===== src/design/dste_pkg.sv =====
// Package: table size, opcodes, add outcomes, controller states and shared structs.
package dste_pkg;

    localparam int SLOTS = 3;

    localparam int ADDR_W   = 64;
    localparam int TIME_W   = 32;
    localparam int EXPIRY_W = TIME_W + 1;
    localparam int SLOT_W   = 2;
    localparam int OP_W     = 2;
    localparam int ACT_W    = 2;

    typedef enum logic [OP_W-1:0] {
        OP_ADD   = 2'd0,
        OP_TICK  = 2'd1,
        OP_RESET = 2'd2,
        OP_READ  = 2'd3
    } t_opcode;

    typedef enum logic [ACT_W-1:0] {
        ACT_MATCH  = 2'd0,
        ACT_FREE   = 2'd1,
        ACT_OLDEST = 2'd2,
        ACT_NONE   = 2'd3
    } t_action;

    typedef enum logic [1:0] {
        S_IDLE,
        S_EXEC,
        S_MIN
    } t_state;

    typedef struct packed {
        logic [OP_W-1:0]   opcode;
        logic [ADDR_W-1:0] addr_hi;
        logic [ADDR_W-1:0] addr_lo;
        logic [TIME_W-1:0] lifetime;
        logic [TIME_W-1:0] now_seconds;
        logic [SLOT_W-1:0] read_slot;
    } t_item;

    typedef struct packed {
        logic [SLOT_W-1:0]   slot;
        logic [ACT_W-1:0]    add_action;
        logic                any_expired;
        logic [EXPIRY_W-1:0] next_expiry;
        logic                entry_valid;
        logic [ADDR_W-1:0]   entry_addr_hi;
        logic [ADDR_W-1:0]   entry_addr_lo;
        logic [EXPIRY_W-1:0] entry_expiry;
        logic [TIME_W-1:0]   entry_arrival;
    } t_result;

    typedef struct packed {
        logic capture;
        logic exec;
        logic load;
    } t_dp_cmd;

endpackage


===== src/design/dste_if.sv =====
// Valid/ready channel interfaces for request and response beats.
interface dste_in_if import dste_pkg::*; ();
    logic                valid;
    logic                ready;
    logic [OP_W-1:0]     opcode;
    logic [ADDR_W-1:0]   addr_hi;
    logic [ADDR_W-1:0]   addr_lo;
    logic [TIME_W-1:0]   lifetime;
    logic [TIME_W-1:0]   now_seconds;
    logic [SLOT_W-1:0]   read_slot;

    modport source (output valid, opcode, addr_hi, addr_lo, lifetime, now_seconds, read_slot,
                    input ready);
    modport sink   (input valid, opcode, addr_hi, addr_lo, lifetime, now_seconds, read_slot,
                    output ready);
endinterface

interface dste_out_if import dste_pkg::*; ();
    logic                valid;
    logic                ready;
    logic [SLOT_W-1:0]   slot;
    logic [ACT_W-1:0]    add_action;
    logic                any_expired;
    logic [EXPIRY_W-1:0] next_expiry;
    logic                entry_valid;
    logic [ADDR_W-1:0]   entry_addr_hi;
    logic [ADDR_W-1:0]   entry_addr_lo;
    logic [EXPIRY_W-1:0] entry_expiry;
    logic [TIME_W-1:0]   entry_arrival;

    modport source (output valid, slot, add_action, any_expired, next_expiry, entry_valid,
                    entry_addr_hi, entry_addr_lo, entry_expiry, entry_arrival,
                    input ready);
    modport sink   (input valid, slot, add_action, any_expired, next_expiry, entry_valid,
                    entry_addr_hi, entry_addr_lo, entry_expiry, entry_arrival,
                    output ready);
endinterface


===== src/design/dns_server_table_with_expiry_top.sv =====
// Top level: server address table with lifetime expiry and oldest-arrival replacement.
// The controller walks capture, table update and least-expiry stages, holds in the last
// stage while a result is unread, and takes no new beat until that result is loaded.
// Reset (i_rst_n low at a rising edge, synchronous) clears the controller, every
// slot address, arrival and expiry, and drops any pending result.
module dns_server_table_with_expiry_top import dste_pkg::*; (
    input  logic       i_clk,
    input  logic       i_rst_n,
    dste_in_if.sink    i_in,
    dste_out_if.source o_out
);

    t_dp_cmd w_cmd;
    t_item   w_item;
    t_result w_result;

    // Gather the request beat into one struct for the datapath
    always_comb begin
        w_item.opcode      = i_in.opcode;
        w_item.addr_hi     = i_in.addr_hi;
        w_item.addr_lo     = i_in.addr_lo;
        w_item.lifetime    = i_in.lifetime;
        w_item.now_seconds = i_in.now_seconds;
        w_item.read_slot   = i_in.read_slot;
    end

    // Controller: owns the handshake and steps the datapath
    dste_ctrl u_ctrl (
        .i_clk       (i_clk),
        .i_rst_n     (i_rst_n),
        .i_in_valid  (i_in.valid),
        .o_in_ready  (i_in.ready),
        .o_out_valid (o_out.valid),
        .i_out_ready (o_out.ready),
        .o_cmd       (w_cmd)
    );

    // Datapath: table registers, slot choice, expiry sweep and result register
    dste_dp u_dp (
        .i_clk    (i_clk),
        .i_rst_n  (i_rst_n),
        .i_cmd    (w_cmd),
        .i_item   (w_item),
        .o_result (w_result)
    );

    // Drive the response beat straight from the result register
    assign o_out.slot          = w_result.slot;
    assign o_out.add_action    = w_result.add_action;
    assign o_out.any_expired   = w_result.any_expired;
    assign o_out.next_expiry   = w_result.next_expiry;
    assign o_out.entry_valid   = w_result.entry_valid;
    assign o_out.entry_addr_hi = w_result.entry_addr_hi;
    assign o_out.entry_addr_lo = w_result.entry_addr_lo;
    assign o_out.entry_expiry  = w_result.entry_expiry;
    assign o_out.entry_arrival = w_result.entry_arrival;

endmodule


===== src/design/dste_ctrl.sv =====
// Controller state machine: sequences capture, table update and result load.
module dste_ctrl import dste_pkg::*; (
    input  logic    i_clk,
    input  logic    i_rst_n,
    input  logic    i_in_valid,
    output logic    o_in_ready,
    output logic    o_out_valid,
    input  logic    i_out_ready,
    output t_dp_cmd o_cmd
);

    t_state r_state, n_state;
    logic   r_out_valid, n_out_valid;
    logic   w_accept;
    logic   w_load;

    assign w_accept = i_in_valid && o_in_ready;
    assign w_load   = (r_state == S_MIN) && (!r_out_valid || i_out_ready);

    always_comb begin
        n_state = r_state;
        unique case (r_state)
            S_IDLE: begin
                if (i_in_valid) n_state = S_EXEC;
            end
            S_EXEC: n_state = S_MIN;
            S_MIN: begin
                if (w_load) n_state = S_IDLE;
            end
            default: n_state = S_IDLE;
        endcase
    end

    always_comb begin
        o_in_ready    = (r_state == S_IDLE);
        o_cmd.capture = w_accept;
        o_cmd.exec    = (r_state == S_EXEC);
        o_cmd.load    = w_load;
    end

    always_comb begin
        n_out_valid = r_out_valid;
        priority if (w_load) begin
            n_out_valid = 1'b1;
        end else if (i_out_ready) begin
            n_out_valid = 1'b0;
        end else begin
            n_out_valid = r_out_valid;
        end
    end

    always_ff @(posedge i_clk) begin
        if (!i_rst_n) begin
            r_state     <= S_IDLE;
            r_out_valid <= 1'b0;
        end else begin
            r_state     <= n_state;
            r_out_valid <= n_out_valid;
        end
    end

    assign o_out_valid = r_out_valid;

    a_accept_to_exec: assert property (@(posedge i_clk) disable iff (!i_rst_n)
        w_accept |=> r_state == S_EXEC)
        else $error("accepted beat did not start execution");

    a_exec_to_min: assert property (@(posedge i_clk) disable iff (!i_rst_n)
        r_state == S_EXEC |=> r_state == S_MIN)
        else $error("execution did not advance to result stage");

    a_load_sets_valid: assert property (@(posedge i_clk) disable iff (!i_rst_n)
        w_load |=> r_out_valid && r_state == S_IDLE)
        else $error("result load did not raise output valid");

    a_no_overwrite: assert property (@(posedge i_clk) disable iff (!i_rst_n)
        r_out_valid && !i_out_ready |-> !w_load)
        else $error("pending result overwritten");

endmodule


===== src/design/dste_dp.sv =====
// Datapath: slot table, add/tick/reset/read update and least-expiry search.
module dste_dp import dste_pkg::*; (
    input  logic    i_clk,
    input  logic    i_rst_n,
    input  t_dp_cmd i_cmd,
    input  t_item   i_item,
    output t_result o_result
);

    // Captured request
    t_item r_item;

    // Slot table
    logic [ADDR_W-1:0]   r_addr_hi [SLOTS];
    logic [ADDR_W-1:0]   r_addr_lo [SLOTS];
    logic [EXPIRY_W-1:0] r_expiry  [SLOTS];
    logic [TIME_W-1:0]   r_arrival [SLOTS];

    // Per-item result held between update and least-expiry stage
    t_result r_part, n_part;
    t_result r_result, n_result;

    logic [SLOTS-1:0]    w_sel;
    logic [ACT_W-1:0]    w_action;
    logic [SLOT_W-1:0]   w_slot;
    logic [SLOTS-1:0]    w_expire;
    logic [EXPIRY_W-1:0] w_new_expiry;
    logic [EXPIRY_W-1:0] w_least;
    logic [SLOTS-1:0]    w_oldest;

    assign w_new_expiry = EXPIRY_W'(r_item.lifetime) + EXPIRY_W'(r_item.now_seconds);

    // Choose the slot for an add: match, then first free, then oldest arrival
    always_comb begin
        int   best;
        logic found;
        best     = 0;
        found    = 1'b0;
        w_sel    = '0;
        w_oldest = '0;
        w_action = ACT_OLDEST;
        for (int i = 1; i < SLOTS; i++) begin
            if (r_arrival[i] < r_arrival[best]) best = i;
        end
        for (int i = 0; i < SLOTS; i++) begin
            if (i == best) w_oldest[i] = 1'b1;
        end
        for (int i = 0; i < SLOTS; i++) begin
            if (!found && r_addr_hi[i] == r_item.addr_hi && r_addr_lo[i] == r_item.addr_lo) begin
                w_sel[i] = 1'b1;
                w_action = ACT_MATCH;
                found    = 1'b1;
            end
        end
        for (int i = 0; i < SLOTS; i++) begin
            if (!found && r_expiry[i] == '0) begin
                w_sel[i] = 1'b1;
                w_action = ACT_FREE;
                found    = 1'b1;
            end
        end
        if (!found) w_sel = w_oldest;
    end

    always_comb begin
        w_slot = '0;
        for (int i = 0; i < SLOTS; i++) begin
            if (w_sel[i]) w_slot = SLOT_W'(i);
        end
    end

    always_comb begin
        for (int i = 0; i < SLOTS; i++) begin
            w_expire[i] = (r_expiry[i] != '0) && (r_expiry[i] <= {1'b0, r_item.now_seconds});
        end
    end

    // Partial result assembled during the update cycle
    always_comb begin
        n_part             = '0;
        n_part.add_action  = ACT_NONE;
        unique case (t_opcode'(r_item.opcode))
            OP_ADD: begin
                n_part.slot       = w_slot;
                n_part.add_action = w_action;
            end
            OP_TICK:  n_part.any_expired = |w_expire;
            OP_RESET: n_part.any_expired = 1'b0;
            OP_READ: begin
                n_part.slot = r_item.read_slot;
                for (int i = 0; i < SLOTS; i++) begin
                    if (r_item.read_slot == SLOT_W'(i) && (i < (1 << SLOT_W))) begin
                        n_part.entry_valid   = (r_expiry[i] != '0);
                        n_part.entry_addr_hi = r_addr_hi[i];
                        n_part.entry_addr_lo = r_addr_lo[i];
                        n_part.entry_expiry  = r_expiry[i];
                        n_part.entry_arrival = r_arrival[i];
                    end
                end
            end
            default: n_part.add_action = ACT_NONE;
        endcase
    end

    // Least nonzero expiry over the updated table
    always_comb begin
        w_least = '0;
        for (int i = 0; i < SLOTS; i++) begin
            if (r_expiry[i] != '0 && (w_least == '0 || r_expiry[i] < w_least)) begin
                w_least = r_expiry[i];
            end
        end
    end

    // Merge the least expiry into the held partial result
    always_comb begin
        n_result             = r_part;
        n_result.next_expiry = w_least;
    end

    always_ff @(posedge i_clk) begin
        if (i_cmd.capture) r_item   <= i_item;
        if (i_cmd.exec)    r_part   <= n_part;
        if (i_cmd.load)    r_result <= n_result;
    end

    always_ff @(posedge i_clk) begin
        if (!i_rst_n) begin
            for (int i = 0; i < SLOTS; i++) begin
                r_addr_hi[i] <= '0;
                r_addr_lo[i] <= '0;
                r_expiry[i]  <= '0;
                r_arrival[i] <= '0;
            end
        end else if (i_cmd.exec) begin
            for (int i = 0; i < SLOTS; i++) begin
                unique case (t_opcode'(r_item.opcode))
                    OP_ADD: begin
                        if (w_sel[i]) begin
                            r_addr_hi[i] <= r_item.addr_hi;
                            r_addr_lo[i] <= r_item.addr_lo;
                            r_arrival[i] <= r_item.now_seconds;
                            r_expiry[i]  <= w_new_expiry;
                        end
                    end
                    OP_TICK: begin
                        if (w_expire[i]) r_expiry[i] <= '0;
                    end
                    OP_RESET: r_expiry[i] <= '0;
                    OP_READ:  r_expiry[i] <= r_expiry[i];
                    default:  r_expiry[i] <= r_expiry[i];
                endcase
            end
        end
    end

    assign o_result = r_result;

    a_add_onehot: assert property (@(posedge i_clk) disable iff (!i_rst_n)
        i_cmd.exec |-> $onehot(w_sel))
        else $error("add slot choice not one-hot");

    a_add_writes: assert property (@(posedge i_clk) disable iff (!i_rst_n)
        i_cmd.exec && r_item.opcode == OP_ADD |=> r_expiry[w_slot] == $past(w_new_expiry))
        else $error("add did not store expiry");

    a_reset_clears: assert property (@(posedge i_clk) disable iff (!i_rst_n)
        i_cmd.exec && r_item.opcode == OP_RESET |=> w_least == '0)
        else $error("reset-all left a live entry");

endmodule


===== src/flat_wrapper.sv =====
// flat-port wrapper written by rule: the top's interface ports become plain ports
module dns_server_table_with_expiry_top_flat import dste_pkg::*;
  (i_clk, i_rst_n, i_in_valid, i_in_opcode, i_in_addr_hi, i_in_addr_lo, i_in_lifetime, i_in_now_seconds, i_in_read_slot, i_in_ready, o_out_valid, o_out_slot, o_out_add_action, o_out_any_expired, o_out_next_expiry, o_out_entry_valid, o_out_entry_addr_hi, o_out_entry_addr_lo, o_out_entry_expiry, o_out_entry_arrival, o_out_ready);
  dste_in_if i_in_i ();
  dste_out_if o_out_i ();
  input  logic i_clk;
  input  logic i_rst_n;
  input wire logic [$bits(i_in_i.valid)-1:0] i_in_valid;
  input wire logic [$bits(i_in_i.opcode)-1:0] i_in_opcode;
  input wire logic [$bits(i_in_i.addr_hi)-1:0] i_in_addr_hi;
  input wire logic [$bits(i_in_i.addr_lo)-1:0] i_in_addr_lo;
  input wire logic [$bits(i_in_i.lifetime)-1:0] i_in_lifetime;
  input wire logic [$bits(i_in_i.now_seconds)-1:0] i_in_now_seconds;
  input wire logic [$bits(i_in_i.read_slot)-1:0] i_in_read_slot;
  output wire logic [$bits(i_in_i.ready)-1:0] i_in_ready;
  output wire logic [$bits(o_out_i.valid)-1:0] o_out_valid;
  output wire logic [$bits(o_out_i.slot)-1:0] o_out_slot;
  output wire logic [$bits(o_out_i.add_action)-1:0] o_out_add_action;
  output wire logic [$bits(o_out_i.any_expired)-1:0] o_out_any_expired;
  output wire logic [$bits(o_out_i.next_expiry)-1:0] o_out_next_expiry;
  output wire logic [$bits(o_out_i.entry_valid)-1:0] o_out_entry_valid;
  output wire logic [$bits(o_out_i.entry_addr_hi)-1:0] o_out_entry_addr_hi;
  output wire logic [$bits(o_out_i.entry_addr_lo)-1:0] o_out_entry_addr_lo;
  output wire logic [$bits(o_out_i.entry_expiry)-1:0] o_out_entry_expiry;
  output wire logic [$bits(o_out_i.entry_arrival)-1:0] o_out_entry_arrival;
  input wire logic [$bits(o_out_i.ready)-1:0] o_out_ready;
  assign i_in_i.valid = i_in_valid;
  assign i_in_i.opcode = i_in_opcode;
  assign i_in_i.addr_hi = i_in_addr_hi;
  assign i_in_i.addr_lo = i_in_addr_lo;
  assign i_in_i.lifetime = i_in_lifetime;
  assign i_in_i.now_seconds = i_in_now_seconds;
  assign i_in_i.read_slot = i_in_read_slot;
  assign i_in_ready = i_in_i.ready;
  assign o_out_valid = o_out_i.valid;
  assign o_out_slot = o_out_i.slot;
  assign o_out_add_action = o_out_i.add_action;
  assign o_out_any_expired = o_out_i.any_expired;
  assign o_out_next_expiry = o_out_i.next_expiry;
  assign o_out_entry_valid = o_out_i.entry_valid;
  assign o_out_entry_addr_hi = o_out_i.entry_addr_hi;
  assign o_out_entry_addr_lo = o_out_i.entry_addr_lo;
  assign o_out_entry_expiry = o_out_i.entry_expiry;
  assign o_out_entry_arrival = o_out_i.entry_arrival;
  assign o_out_i.ready = o_out_ready;
  dns_server_table_with_expiry_top u_core (.i_clk(i_clk), .i_rst_n(i_rst_n), .i_in(i_in_i), .o_out(o_out_i));
endmodule

===== config.mk =====
export PLATFORM = sky130hd
export DESIGN_NAME = dns_server_table_with_expiry_top_flat
export DESIGN_NICKNAME = d
export VERILOG_FILES = /design/src/design/dste_pkg.sv /design/src/design/dste_if.sv /design/src/design/dns_server_table_with_expiry_top.sv /design/src/design/dste_ctrl.sv /design/src/design/dste_dp.sv /design/src/flat_wrapper.sv
export SDC_FILE = /design/constraint.sdc
export NUM_CORES = 2
export LEC_CHECK = 0
export ABC_AREA = 0
export BUFFER_PORTS_ARGS = -buffer_cell sky130_fd_sc_hd__buf_2
export CAP_MARGIN = 20
export CORE_MARGIN = 5
export CORE_UTILIZATION = 39
export DETAILED_ROUTE_END_ITERATION = 6
export PLACE_DENSITY = 0.59
export RECOVER_POWER = 50
export SYNTH_ARGS = -nofsm -noshare
export SYNTH_HDL_FRONTEND = slang
export SYNTH_SLANG_ARGS = --single-unit

===== constraint.sdc =====
create_clock -name i_clk -period 22.2 [get_ports i_clk]
set_input_delay 4.44 -clock i_clk [delete_from_list [all_inputs] [get_ports i_clk]]
set_output_delay 4.44 -clock i_clk [all_outputs]
set_load 0.05 [all_outputs]

---- Word level (Yosys, flattened, before mapping) ----
Memories as Yosys holds them, arrays and structs flattened.
Cells that the tools add are included.
storage, ports and cells
  logic and storage cells ................. 214
  bits in latches ......................... 0
  input port bits ......................... 200
  register bits ........................... 630
  output and inout port bits .............. 234
  RAM bits ................................ 579
  memories ................................ 4
  ROM bits ................................ 0
cells by class
  multipliers ............................. 0
  reduce and logical (&&, ||, !) cells .... 40
  bitwise operators ....................... 22
  shift operators ......................... 0
  eq/ne operators ......................... 17
  divide/modulo/power cells ............... 0
  multiplexer cells ....................... 97
  add/subtract/negate cells ............... 1
  magnitude comparators ................... 7
memory list
  memory                 words  width  rd ports  clocked after Yosys merged registers in  write ports  RTL line       text
  u_core.u_dp.r_addr_hi  3      64     3         0                                        3            dste_dp.sv:14  logic [ADDR_W-1:0] r_addr_hi [SLOTS];
  u_core.u_dp.r_addr_lo  3      64     3         0                                        3            dste_dp.sv:15  logic [ADDR_W-1:0] r_addr_lo [SLOTS];
  u_core.u_dp.r_expiry   3      33     3         0                                        3            dste_dp.sv:16  logic [EXPIRY_W-1:0] r_expiry [SLOTS];
  u_core.u_dp.r_arrival  3      32     4         0                                        3            dste_dp.sv:17  logic [TIME_W-1:0] r_arrival [SLOTS];
operator list
  operator                                       count
  two-way mux 194 bit                            3
  two-way mux 33 bit                             15
  == test 64 bit                                 6
  two-way mux 64 bit                             6
  zero test 33 bit                               5
  less-or-equal comparator 33 x 32 -> 1 bit      3
  nonzero test 33 bit                            3
  two-way mux 32 bit                             3
  < comparator 33 bit                            2
  < comparator 32 bit                            2
  two-way mux 1 bit                              57
  adder 32 x 32 -> 33 bit                        1
  == test 2 x 32 -> 1 bit, first input constant  1
  == test 3 x 32 -> 1 bit, first input constant  1
  zero test 32 bit                               1
  OR 1 bit                                       21
  two-way mux 2 bit                              10
  logical AND 1 bit                              15
  == test 2 bit, second input constant           4
  == test 2 x 1 -> 1 bit, second input constant  3
  zero test 1 bit                                6
  zero test 2 bit                                3
  case mux 2 bit (3 select lines)                1
  != test 2 bit, second input constant           2
  8 further kinds                                10

---- Logic depth before layout (Yosys ltp) ----
An unclocked memory read counts as a cell.
  word-level depth ........................ 31
  mapped depth ............................ 24
  depth with buffers taken out ............ 20

---- Modules after synthesis ----
Synthesis repeated with hierarchy kept, for this count alone.
unflattened totals
  cells, all modules ...................... 4,050
  area total of the unflattened synthesis .. 55,948.7 sq um
by module, submodules not included
  module     times used  seq. area each (sq um)  area each (sq um)  cells each
  dste_dp    1           36,214.7                55,794.8           4,035
  dste_ctrl  1           60.1                    153.9              15

---- Worst setup path before layout ----
No wires, ideal clock.
  kind .................................... reg-to-reg
  start ................................... register u_core.u_ctrl.r_state[0]
  end ..................................... memory u_core.u_dp.r_expiry[2][0] in the netlist's numbering (enable)
  period minus slack after synthesis ...... 23.490 ns
  buffers on the path ..................... 0
  library setup time ...................... 0.395 ns
  data arrival time ....................... 23.095 ns
  stages on the path, launching flop included .. 7
  path slack .............................. -1.290 ns
  data required time ...................... 21.805 ns
  cell sequence ........................... dfxtp_1 > nor2b_1 > inv_1 > nor2_1 > nand2_1 > o21ai_0 > o31a_1
RTL lines
  what                    RTL line         text
  start, declared         dste_ctrl.sv:12  t_state r_state, n_state;
  start signal, assigned  dste_ctrl.sv:57  r_state <= n_state;
  end, declared           dste_dp.sv:16

---- Worst setup path in the final report ----
  start ................................... register u_core.u_dp.r_item[0] in the netlist's numbering
  end ..................................... register u_core.u_dp.r_part (netlist bit u_core.u_dp.n_result[78]), data pin
between the ends
  cells in the longest elaborated chain, start to end .. 4
  elaborated cells between the ends (all ways) .. 6
  those cells by class .................... 2 x eq/ne; 3 x mux; 1 x reduce/logical
ends and longest elaborated chain
  what                              RTL line        text
  start, declared                   dste_dp.sv:11   t_item r_item;
  start signal, assigned            dste_dp.sv:122  if (i_cmd.capture) r_item <= i_item;
  zero test 2 bit                   dste_dp.sv:92   if (r_item.read_slot == SLOT_W'(i) && (i < (1 << SLOT_W))) begin
  two-way mux 194 bit (2 in a row)  dste_dp.sv:92
  two-way mux 194 bit (*)           dste_dp.sv:92
  end signal, assigned              dste_dp.sv:123  if (i_cmd.exec) r_part <= n_part;
  end, declared                     dste_dp.sv:20   t_result r_part, n_part;
Every way passes the cells marked *; elsewhere a longest branch is shown, timed or not.
A chain may end at the register's enable or synchronous reset.

==> impl_metrics.csv <==
group,metric,value,unit
outcome,status,"complete, but fails checks",
outcome,violations,"capacitance limit, slew limit",
synth,mappedNetlistArea,56640,um^2
global_route,grt_max_degree,201,
route,postRouteAntennaNets,0,
timing,setup-tns-final,0,ns
floorplanning,die_w,391.1,um
floorplanning,dieArea,153000,um^2
clock_tree,clock_latency,0.77,ns
timing,worst_slack,9.410,ns
critical_path,critPathRequiredTime,22.81,ns
cells_and_area,nets,5036,
timing,hold_violations,0,
pwr,p_per_area,86.64,nW/um^2
global_route,gr-total-overflow,0,
floorplanning,num_io_pins,434,
clock_tree,numCtsBuffers,136,
timing,timing.hold.ws,0.4007,ns
place,io_buffers,433,
synth,synth.distinct_cells,68,
synth,yosysTopAreaCell,"edfxtp_1",
critical_path,worstRegToRegCells,5,
clock_tree,htree_levels,4,
timing,setup_viol,0,
pwr,ir_worst_vdd,59.44,uV
synth,synthArstFlopShare,0,
synth,yosys-top-cells-area,"edfxtp_1 (64%), ha_1 (5.7%), mux2i_1 (4.6%)",
floorplanning,die-height,391.1,um
floorplanning,core_region_area,144000,um^2
place,gp_congestion,0.9298,
critical_path,criticalPathCategory,"reg2reg",
cells_and_area,n_antenna_cell,0,
timing,drv_slew,863,
synth,post-synth-top-count-cell,"edfxtp_1",
clock_tree,clkSinkCount,1209,
critical_path,critical_path_arrival,13.40,ns
place,post-place-ws,13.80,ns
synth,yosysSeqAreaShare,0.6404,
critical_path,slowest_delay,7.00,ns
timing,fin_crit_sh,0.5761,
global_route,grt_pass1_vias,34890,
clock_tree,cts.clk_slew.worst_paths,0.06,ns
route,dr.pass1.iters,5,
critical_path,crit_path_start_kind,"flop",
clock_tree,cts_hold_buf,0,
clock_tree,clockRootBuffer,"clkbuf_16",
synth,syn-num-nets,4590,
critical_path,reg2reg_to,"u_core.u_dp.n_result[78]",
cells_and_area,drive_gt1_frac,0.09582,
timing,finClkSkew,0.03720,ns
hold_path,worstHoldPathType,"reg2reg",
route,initialDrtViolationCount,3904,
cells_and_area,syn2layout_area_growth,14.93,%
run,drv_cap,13,
timing,period_minus_slack,12.79,ns
synth,synth_edf_count,1206,
route,wire_per_inst,26.33,um
critical_path,crit_end,"u_core.u_dp.n_result[78]",
synth,synth_top_area_frac,0.6393,
route,route.vias.total,36010,
synth,syn_inst,4131,
clock_tree,cts_buffer_depth,3,
critical_path,critPathMaxFanout,167,
clock_tree,post-cts-setup-buffers,0,
place,placed_area,60970,um^2
synth,avgSynthCellArea,13.71,um^2
synth,synth-seq-cells,1209,
route,viasPerCell,5.466,
critical_path,crit_path_frequent_cell,"clkbuf_1",
cells_and_area,stdcell_area,65100,um^2
synth,synth_common_cells,"edfxtp_1 (1206), and2_1 (322), ha_1 (258), mux2i_1 (258), xnor2_1 (250)",
global_route,grt.total_usage,0.2208,
timing,slew_headroom,-5.789,
synth,ys_warn_count,0,
route,drc_errors,0,
critical_path,r2r_slack,9.41,ns
critical_path,worstSetupStartpoint,"u_core.u_dp.r_item[0]",
global_route,grt_first_pass_wirelength,244900,um
critical_path,critPathSlowestCell,"clkbuf_1",
global_route,antenna_found_initial,14,
pwr,leakagePower,0.02378,uW
clock_tree,post_cts_resized,0,
floorplanning,start_util,0.3934,
timing,rsz0062_at_grt,"no",
timing,fmax,0.07818,GHz
clock_tree,tritoncts,"done",
pwr,total_power,5640,uW
place,hpwl,124600,um
route,routed_wl,173500,um
timing,worstMarginPinSlew,10.18,ns
synth,synth-main-ff-cell,"edfxtp_1",
critical_path,reg2reg_from,"u_core.u_dp.r_item[0]",
critical_path,worstSetupEndpointType,"flop",
floorplanning,rows,139,
critical_path,path_cells,"clkbuf_1 -> clkbuf_1 -> mux2i_1 -> o21ai_0 -> and2_0",
-- sequential cells by signal, summed over array words and instances, names as in the netlist --
register                   flops
u_core.u_dp.r_expiry          99
u_core.u_dp.o_result         232
u_core.u_dp.r_addr_hi        192
u_core.u_dp.n_result         199
u_core.u_ctrl.o_out_valid      1
u_core.u_dp.r_item           196
u_core.u_dp.r_addr_lo        192
u_core.u_dp.r_arrival         96
u_core.u_ctrl.r_state          2
-- worst max-delay path, delay by kind of cell, from the launching register on --
family	cells	cell delay, ns
AOI/OAI and AO/OA	1	0.97
DFF	1	0.32
muxes	1	0.30
buffers and inverters	2	10.42
and+or+nand+nor	1	0.22
-- worst min-delay path by stage --
stage | endpoint | from | slack (ns) | cells after the start
floorplan | u_core.u_dp.o_result[0] | u_core.u_dp.n_result[0] | 0.40 | 0
global placement | u_core.u_dp.o_result[123] | u_core.u_dp.n_result[123] | 0.40 | 0
detailed placement | u_core.u_dp.o_result[143] | u_core.u_dp.n_result[143] | 0.40 | 0
CTS | u_core.u_dp.o_result[82] | u_core.u_dp.n_result[82] | 0.40 | 0
global route | u_core.u_dp.o_result[82] | u_core.u_dp.n_result[82] | 0.41 | 0
finish | u_core.u_dp.o_result[183] | u_core.u_dp.n_result[183] | 0.40 | 0
-- through the flow --
step,util,cells
6_report,0.4521,6589
5_1_grt,0.4521,6589
4_1_cts,0.4543,6587
3_5_place_dp,0.4234,6340
3_3_place_gp,0.4234,6340
2_1_floorplan,-,4131
-- layout by cell type (no fill, tap or decap), types with 165 or more instances in the layout --
cell type	n
edfxtp_1	1206
clkbuf_1	270
mux2i_1	258
ha_1	257
xnor2_1	250
and2_0	245
o21ai_0	218
buf_2	202
nor2_1	168
nand3b_1	165
-- cell families (layout without fill, tap and decap cells) --
| kind of cell | count (synthesis) | after routing | share of synthesized area |
|---|---|---|---|
| AOI/OAI and AO/OA | 544 | 544 | 0.05712 |
| and+or+nand+nor | 1140 | 1140 | 0.1157 |
| DFF | 1209 | 1209 | 0.6404 |
| adders and majority gates | 259 | 259 | 0.05734 |
| buffers and inverters | 321 | 876 | 0.02196 |
| muxes | 258 | 258 | 0.04559 |
| xor gates and xnor gates | 400 | 400 | 0.06185 |
-- metal layers --
layer | part of all wire | routed length, um | GRT usage
met5 | 0.00024 | 41 | 0
met3 | 0.076 | 13220 | 0.03770
met1 | 0.45 | 78410 | 0.3289
met4 | 0.021 | 3706 | 0.04998
met2 | 0.45 | 78130 | 0.3394
-- final cells by class --
type / instances / area [um^2]
inverter: 158 / 593.1
timing repair buffer: 471 / 2192
fill: 13060 / 78900
sequential: 1209 / 36270
multi-input combinational: 2601 / 19210
clock buffer: 165 / 3533
clock inverter: 82 / 917.1
tap: 1903 / 2381
-- power by group --
part	switching [uW]	internal [uW]
Clock	947	1300
Sequential	100	2640
Combinational	429	227
(Power assumes the default switching activity.)
